### src/hw/rtl/sle_pkg.sv
`default_nettype none
package sle_pkg;
  localparam int unsigned CapacityDefault = 32;
  localparam int unsigned ValueWidthDefault = 32;

  localparam logic [1:0] ModeAppend = 2'd0;
  localparam logic [1:0] ModeInsert = 2'd1;
  localparam logic [1:0] ModeDump   = 2'd2;
  localparam logic [1:0] ModeClear  = 2'd3;

  localparam logic [1:0] StatusOk    = 2'd0;
  localparam logic [1:0] StatusFull  = 2'd1;
  localparam logic [1:0] StatusEmpty = 2'd2;

  typedef enum logic [3:0] {
    ST_IDLE,
    ST_DISPATCH,
    ST_CHECK,
    ST_SORT_SCAN,
    ST_SORT_SWAP_A,
    ST_SORT_SWAP_B,
    ST_FIND,
    ST_SHIFT,
    ST_DUMP,
    ST_EMIT
  } state_t;
endpackage
`default_nettype wire

### src/hw/rtl/sle_ram.sv
`default_nettype none
module sle_ram #(
  parameter int unsigned Width = 32,
  parameter int unsigned Depth = 32
) (
  input  wire logic                     clk,
  input  wire logic                     we,
  input  wire logic [$clog2(Depth)-1:0] waddr,
  input  wire logic [Width-1:0]         wdata,
  input  wire logic [$clog2(Depth)-1:0] raddr,
  output logic      [Width-1:0]         rdata
);
  logic [Width-1:0] mem [Depth];

  always_ff @(posedge clk) begin
    if (we) begin
      mem[waddr] <= wdata;
    end
    rdata <= mem[raddr];
  end
endmodule
`default_nettype wire

### src/hw/rtl/sorted_list_engine.sv
// Sorted list engine: a bounded store of signed values kept in one RAM.
// Input channel in_valid/in_stall carries mode and value; one item is worked
// at a time and in_stall stays high until its last result is handed over.
// Result channel out_valid/out_stall carries entry, count, status, in_order
// and last. Every item gives one result except a dump of a non-empty list,
// which gives one beat per stored entry with last on the final beat.
// Work per item, on a RAM with one write port and one registered read port:
//   append, clear, refused write: a dispatch step, then the result.
//   insert into an ascending list: order check, search, shift.
//   insert into an unordered list: adds a selection sort of about n*n/2 reads.
//   dump: one RAM read per entry, then its beat.
// The in_order flag is held in a register, updated as entries are written.
// Reset clears the count and the control; RAM contents stay undefined and
// are never read beyond the count. A stalled result holds its payload and
// the engine waits for it.
`default_nettype none
module sorted_list_engine import sle_pkg::*; #(
  parameter int unsigned CAPACITY    = CapacityDefault,
  parameter int unsigned VALUE_WIDTH = ValueWidthDefault
) (
  input  wire logic        clk,
  input  wire logic        rst_n,
  input  wire logic        in_valid,
  output logic             in_stall,
  input  wire logic [1:0]  in_mode,
  input  wire logic signed [31:0] in_value,
  output logic             out_valid,
  input  wire logic        out_stall,
  output logic signed [31:0] out_entry,
  output logic [6:0]       out_count,
  output logic [1:0]       out_status,
  output logic             out_in_order,
  output logic             out_last
);
  localparam int unsigned AW = $clog2(CAPACITY);
  localparam int unsigned CW = $clog2(CAPACITY + 1);
  localparam logic [CW-1:0] CapC = CW'(CAPACITY);

  state_t state_r, state_nxt;
  logic [CW-1:0] cnt_r, cnt_nxt;
  logic ord_r, ord_nxt;
  logic [1:0] mode_r, mode_nxt;
  logic signed [VALUE_WIDTH-1:0] val_r, val_nxt;
  logic [CW-1:0] i_r, i_nxt, j_r, j_nxt, m_r, m_nxt;
  logic signed [VALUE_WIDTH-1:0] prev_r, prev_nxt, min_r, min_nxt;
  logic rd_pend_r, rd_pend_nxt;
  logic ov_r, ov_nxt;
  logic signed [31:0] oe_r, oe_nxt;
  logic [1:0] os_r, os_nxt;
  logic ol_r, ol_nxt;

  logic we;
  logic [AW-1:0] waddr, raddr;
  logic signed [VALUE_WIDTH-1:0] wdata, rdata;

  sle_ram #(.Width(VALUE_WIDTH), .Depth(CAPACITY)) u_ram (
    .clk, .we, .waddr, .wdata, .raddr, .rdata
  );

  // hold off new beats until the pending result has left
  assign in_stall     = (state_r != ST_IDLE) || ov_r;
  assign out_valid    = ov_r;
  assign out_entry    = oe_r;
  assign out_count    = 7'(cnt_r);
  assign out_status   = os_r;
  assign out_in_order = ord_r;
  assign out_last     = ol_r;

  always_ff @(posedge clk) begin
    if (!rst_n) begin
      state_r <= ST_IDLE;
      cnt_r <= '0;
      ord_r <= 1'b1;
      ov_r <= 1'b0;
      rd_pend_r <= 1'b0;
    end else begin
      state_r <= state_nxt;
      cnt_r <= cnt_nxt;
      ord_r <= ord_nxt;
      ov_r <= ov_nxt;
      rd_pend_r <= rd_pend_nxt;
    end
    mode_r <= mode_nxt; val_r <= val_nxt;
    i_r <= i_nxt; j_r <= j_nxt; m_r <= m_nxt;
    prev_r <= prev_nxt; min_r <= min_nxt;
    oe_r <= oe_nxt; os_r <= os_nxt; ol_r <= ol_nxt;
  end

  always_comb begin
    state_nxt = state_r; cnt_nxt = cnt_r; ord_nxt = ord_r;
    mode_nxt = mode_r; val_nxt = val_r;
    i_nxt = i_r; j_nxt = j_r; m_nxt = m_r;
    prev_nxt = prev_r; min_nxt = min_r; rd_pend_nxt = 1'b0;
    ov_nxt = ov_r; oe_nxt = oe_r; os_nxt = os_r; ol_nxt = ol_r;
    we = 1'b0; waddr = '0; wdata = val_r; raddr = '0;
    if (ov_r && !out_stall) ov_nxt = 1'b0;

    unique case (state_r)
      ST_IDLE: begin
        if (in_valid && !in_stall) begin
          mode_nxt = in_mode;
          val_nxt = VALUE_WIDTH'(in_value);
          state_nxt = ST_DISPATCH;
        end
      end
      ST_DISPATCH: begin
        oe_nxt = '0; os_nxt = StatusOk; ol_nxt = 1'b1;
        unique case (mode_r)
          ModeAppend: begin
            if (cnt_r >= CapC) begin
              os_nxt = StatusFull;
            end else begin
              we = 1'b1; waddr = AW'(cnt_r);
              if (cnt_r != '0 && val_r < prev_r) ord_nxt = 1'b0;
              prev_nxt = val_r;
              cnt_nxt = cnt_r + 1'b1;
            end
            state_nxt = ST_EMIT;
          end
          ModeInsert: begin
            if (cnt_r >= CapC) begin
              os_nxt = StatusFull;
              state_nxt = ST_EMIT;
            end else if (!ord_r) begin
              i_nxt = '0; j_nxt = '0; m_nxt = '0;
              state_nxt = ST_SORT_SCAN;
            end else begin
              i_nxt = '0;
              state_nxt = ST_FIND;
            end
          end
          ModeDump: begin
            if (cnt_r == '0) begin
              os_nxt = StatusEmpty;
              state_nxt = ST_EMIT;
            end else begin
              i_nxt = '0;
              state_nxt = ST_DUMP;
            end
          end
          default: begin
            cnt_nxt = '0; ord_nxt = 1'b1;
            state_nxt = ST_EMIT;
          end
        endcase
      end
      // selection sort: i is the slot, j scans, m/min hold the minimum
      ST_SORT_SCAN: begin
        if (rd_pend_r) begin
          if (j_r == i_r || rdata < min_r) begin
            min_nxt = rdata; m_nxt = j_r;
          end
          if (j_r == i_r) prev_nxt = rdata;
          j_nxt = j_r + 1'b1;
        end
        if ((rd_pend_r ? j_r + 1'b1 : j_r) >= cnt_r && rd_pend_r) begin
          state_nxt = ST_SORT_SWAP_A;
        end else begin
          raddr = AW'(rd_pend_r ? j_r + 1'b1 : j_r);
          rd_pend_nxt = 1'b1;
        end
      end
      ST_SORT_SWAP_A: begin
        we = 1'b1; waddr = AW'(i_r); wdata = min_r;
        state_nxt = ST_SORT_SWAP_B;
      end
      ST_SORT_SWAP_B: begin
        we = 1'b1; waddr = AW'(m_r); wdata = prev_r;
        if (m_r == i_r) we = 1'b0;
        if (i_r + 2'd2 >= cnt_r) begin
          i_nxt = '0; ord_nxt = 1'b1;
          state_nxt = ST_FIND;
        end else begin
          i_nxt = i_r + 1'b1; j_nxt = i_r + 1'b1;
          state_nxt = ST_SORT_SCAN;
        end
      end
      // find first entry not smaller; i is the insert position
      ST_FIND: begin
        if (rd_pend_r && !(rdata < val_r)) begin
          j_nxt = cnt_r;
          state_nxt = ST_SHIFT;
        end else begin
          if (rd_pend_r) i_nxt = i_r + 1'b1;
          if ((rd_pend_r ? i_r + 1'b1 : i_r) >= cnt_r) begin
            j_nxt = cnt_r;
            state_nxt = ST_SHIFT;
          end else begin
            raddr = AW'(rd_pend_r ? i_r + 1'b1 : i_r);
            rd_pend_nxt = 1'b1;
          end
        end
      end
      // shift tail up one slot: read j-1, write it at j
      ST_SHIFT: begin
        if (rd_pend_r) begin
          we = 1'b1; waddr = AW'(j_r); wdata = rdata;
          // the old tail stays the tail after the shift
          if (j_r == cnt_r) prev_nxt = rdata;
          j_nxt = j_r - 1'b1;
        end else if (j_r > i_r) begin
          raddr = AW'(j_r - 1'b1);
          rd_pend_nxt = 1'b1;
        end else begin
          we = 1'b1; waddr = AW'(i_r); wdata = val_r;
          if (i_r == cnt_r) prev_nxt = val_r;
          cnt_nxt = cnt_r + 1'b1;
          state_nxt = ST_EMIT;
        end
      end
      ST_DUMP: begin
        if (rd_pend_r) begin
          if (!ov_r || !out_stall) begin
            ov_nxt = 1'b1;
            oe_nxt = 32'($unsigned(rdata));
            os_nxt = StatusOk;
            ol_nxt = (i_r + 1'b1 == cnt_r);
            if (i_r + 1'b1 == cnt_r) begin
              state_nxt = ST_IDLE;
            end else begin
              i_nxt = i_r + 1'b1;
            end
          end else begin
            raddr = AW'(i_r);
            rd_pend_nxt = 1'b1;
          end
        end else begin
          raddr = AW'(i_r);
          rd_pend_nxt = 1'b1;
        end
      end
      ST_EMIT: begin
        if (!ov_r || !out_stall) begin
          ov_nxt = 1'b1;
          state_nxt = ST_IDLE;
        end
      end
      default: state_nxt = ST_IDLE;
    endcase
  end
endmodule
`default_nettype wire

### config.mk
export PLATFORM = sky130hd
export DESIGN_NAME = sorted_list_engine
export DESIGN_NICKNAME = d
export VERILOG_FILES = /design/src/hw/rtl/sle_pkg.sv /design/src/hw/rtl/sle_ram.sv /design/src/hw/rtl/sorted_list_engine.sv
export SDC_FILE = /design/constraint.sdc
export NUM_CORES = 2
export LEC_CHECK = 0
export BUFFER_PORTS_ARGS = -buffer_cell sky130_fd_sc_hd__buf_2
export CORE_UTILIZATION = 40
export CTS_BUF_LIST = sky130_fd_sc_hd__clkbuf_16
export DETAILED_ROUTE_END_ITERATION = 10
export PLACE_DENSITY = 0.62
export SLEW_MARGIN = 30
export SYNTH_ARGS = -nofsm -noshare
export SYNTH_HDL_FRONTEND = slang
export SYNTH_HIERARCHICAL = 1
export SYNTH_SLANG_ARGS = --single-unit
### constraint.sdc
create_clock -name clk -period 10.9 [get_ports clk]
set_clock_uncertainty 0.2 [all_clocks]
set_input_delay 0 -clock clk [delete_from_list [all_inputs] [get_ports clk]]
set_output_delay 0 -clock clk [all_outputs]
set_load 0.01 [all_outputs]
==> results.py <==
metrics = {
    "yosys": {
        "synth_top_family_by_area": "multiplexers",
        "synthArstFlopShare_pct": 0,
        "synth_edf_count": 1175,
        "synth-compound-area-share_pct": 8.20,
        "synth_adder_area_share_pct": 3.06,
        "ys_top_cells_by_area": "edfxtp_1, mux2i_1, ha_1",
        "ys_warn_count": 6,
        "yosysSeqAreaShare_pct": 69.7,
        "synth_ff_type": "edfxtp_1",
        "synth-simple-area-share_pct": 5.22,
        "syn_nets": 3648,
        "synth_xor_xnor_area_share_pct": 0.807,
        "synth_top_area_share_pct": 68.0,
        "syn_avg_cell_area_um2": 14.9,
        "synthCells": 3483,
        "synth_mux_area_share_pct": 9.97,
        "synth_common_cells": "edfxtp_1, mux2i_1, a21oi_1",
        "synth_seq_cells": 1220,
        "yosys.area.top_type": "edfxtp_1",
        "syn_area_um2": 51900,
        "yosysMostFrequentCell": "edfxtp_1",
        "yosysUniqueCellTypes": 82,
    },
    "detailed_routing": {
        "ant_nets": 0,
        "drt_wl_total_um": 141000,
        "post-route-drc-count": 0,
        "via_per_inst": 5.58,
        "routedWlPerCell_um": 25.6,
        "num_vias": 30700,
        "drtIter0Drc": 3355,
        "drt_first_pass_iters": 6,
    },
    "hold_path": {
        "min_path_type": "flip-flop to flip-flop",
    },
    "pwr": {
        "p_leak_nw": 19.6,
        "power_switching_mw": 4.03,
        "p_per_area_nw_per_um2": 222,
        "combPwrFrac_pct": 22.0,
        "worst_ir_drop_vdd_mv": 0.143,
        "p_sw_share_pct": 30.5,
        "clkPwrFrac_pct": 30.6,
        "internal_power_mw": 9.16,
        "power_frac_seq_pct": 47.4,
        "power_mw": 13.2,
    },
    "cts": {
        "htreeDepth": 3,
        "tritoncts": "yes",
        "cts.sinks": 1220,
        "clk_root_buffer_cell": "clkbuf_16",
        "cts_made_buffers": 121,
        "clkLatencyLatePin_ns": 0.72,
        "post-cts-setup-buffers": 0,
        "clk_pin_slew_worst_paths_ns": 0.06,
        "clk_path_buf_depth": 3,
    },
    "global_route": {
        "grt_max_degree": 129,
        "grt_overflow": 0,
        "grtUsageTotal_pct": 21.2,
        "antenna_found_initial": 3,
        "grt_pass1_wl_um": 203000,
        "grt_pass1_vias": 29800,
    },
    "floorplan": {
        "core_um2": 128000,
        "dieArea_um2": 131000,
        "die_h_um": 362,
        "start_util_pct": 40.5,
        "ios": 83,
        "die_w_um": 362,
        "core.rowCount": 131,
    },
    "worst_setup_path": {
        "cp.arrival_ns": 6.54,
        "path_cells": "buf_4 > xnor2_1 > ha_1 > nand2b_1 > a21o_1 > a21o_1 > a211oi_1 > o221a_2 > nand4_1 > nand3_4 > buf_12 > buf_4 > mux2i_1 > a22o_1 > nor3_1 > a31oi_1 > nand3_1",
        "worstSetupStartpointType": "flip-flop",
        "cp_max_fo": 83,
        "critical_path_class": "flip-flop to flip-flop",
        "crit_buf_inv": 3,
        "slowest_delay_ns": 0.80,
        "worst_setup_path_end_kind": "flip-flop",
        "crit_family": "buffers and inverters",
        "cp.required_ns": 11.28,
        "cpMaxStageDelayCell": "buf_4",
    },
    "timing": {
        "finalMaxSlewViolations": 0,
        "relSlewSlack_pct": 35.9,
        "hold_viol": 0,
        "final-setup-viol-count": 0,
        "fmax_mhz": 162,
        "finalCriticalPeriod_ns": 6.16,
        "tns_ns": 0,
        "tightest_slew_ns": 0.954,
        "rsz0062_at_grt": "false",
        "min_period_over_period_pct": 56.5,
    },
    "final_layout": {
        "drive_gt1_share_pct": 12.0,
        "final_cell_area_um2": 59400,
        "final_nets": 3833,
        "syn_to_final_growth_pct": 14.4,
        "nFillCells": 11000,
    },
    "place": {
        "portBuffers": 81,
        "place_hpwl_um": 76600,
        "place_area_um2": 54800,
        "gp_congestion": 0.938,
    },
    "run_status": {
        "status": "completed",
    },
    "run": {
        "maxCapViolations": 0,
    },
}
state kept, by name, summed over array words and instances, names as in the netlist:
signal and count:
val_r 32, rd_pend_r 1, j_r 6, m_r 6, mode_r 2, min_r 32, out_entry 32, out_valid 1
u_ram/mem 1024, out_in_order 1, i_r 6, out_last 1, cnt_r 6, prev_r 32, state_r 4, out_status 2
u_ram/rdata 32
final timing paths:
kind	from	end	slack (ns)	cells past startpoint
worst max-delay path	rd_pend_r$_SDFF_PN0_	u_ram/rdata[5]$_DFF_P_	4.74	17
worst max register to register	rd_pend_r$_SDFF_PN0_	u_ram/rdata[5]$_DFF_P_	4.74	17
worst min-delay path	u_ram/rdata[26]$_DFF_P_	min_r[26]$_DFFE_PP_	0.31	0
worst min register to register	u_ram/rdata[26]$_DFF_P_	min_r[26]$_DFFE_PP_	0.31	0
power by group through the flow:
| stage | Clock [mW] | Sequential [mW] | Combinational, mW |
|---|---|---|---|
| floorplan | 0 | 6.21 | 1.85 |
| global route | 4.28 | 6.28 | 3.16 |
| CTS | 4.10 | 6.25 | 2.88 |
| finish | 4.04 | 6.26 | 2.90 |
| global placement | 0 | 6.35 | 2.80 |
| detailed placement | 0 | 6.34 | 2.85 |
metal layers:
metal,vias to the layer above,global-route usage [%],share of wire [%]
li1,13800,-,-
met1,15500,29.3,43
met2,1187,34.9,48
met3,201,2.78,7.1
met4,0,5.78,2.2
met5,-,0,0
cell families after synthesis:
group,count (synthesis)
buffers and inverters,343
flip-flops,1220
adder cells (fa/ha/maj),127
multiplexers,517
AO/OA/AOI/OAI,646
AND/OR/NAND/NOR,582
other,1
XOR/XNOR,47
placed cells by master, fill, tap and decap left out, types with 10 or more instances in the layout:
cell           instances
edfxtp_1            1175
mux2i_1              516
inv_1                185
nand2_1              183
a21oi_1              181
ha_1                 127
clkbuf_16            122
nand3_1              113
nor2_1               105
a22oi_1              105
o21ai_0              101
buf_4                 90
buf_2                 81
dlygate4sd3_1         76
a22o_1                66
nor3_1                45
dfxtp_1               44
a31oi_1               41
nor2_4                36
a221o_1               35
xnor2_1               34
clkinv_1              27
a21oi_2               26
nand4_1               22
a21o_1                22
clkinv_2              22
nand2b_1              16
xor2_1                12
bufinv_16             10
final cells by class:
class	instances	area [um^2]	area share (%)
sequential	1220	36200	60.9
multi-input combinational	1920	14700	24.7
clock buffer	122	3050	5.14
tap	1729	2160	3.64
timing repair buffer	253	1960	3.30
clock inverter	107	777	1.31
inverter	152	571	0.961
antenna	2	5.00	0.00843
metrics by stage:
| stage | setup slack (ns) | hold slack (ns) | util [%] | std cells |
|---|---|---|---|---|
| 3_3_place_gp | 4.95 | -0.0174 | 42.7 | 5197 |
| 5_1_grt | 4.36 | 0.326 | 46.3 | 5503 |
| 2_1_floorplan | 2.93 | -0.101 | - | 3483 |
| 6_report | 4.74 | 0.312 | 46.3 | 5505 |
| 3_5_place_dp | 4.87 | -0.0219 | 42.7 | 5198 |
| 4_1_cts | 4.83 | 0.286 | 46.3 | 5503 |
timing repair:
action / in CTS / in global routing
resized for setup: 0 / 0
hold buffers: 76 / 0
endpoints found under the hold margin: 81 / 0
No activity file was read; power rests on OpenSTA's default activity.
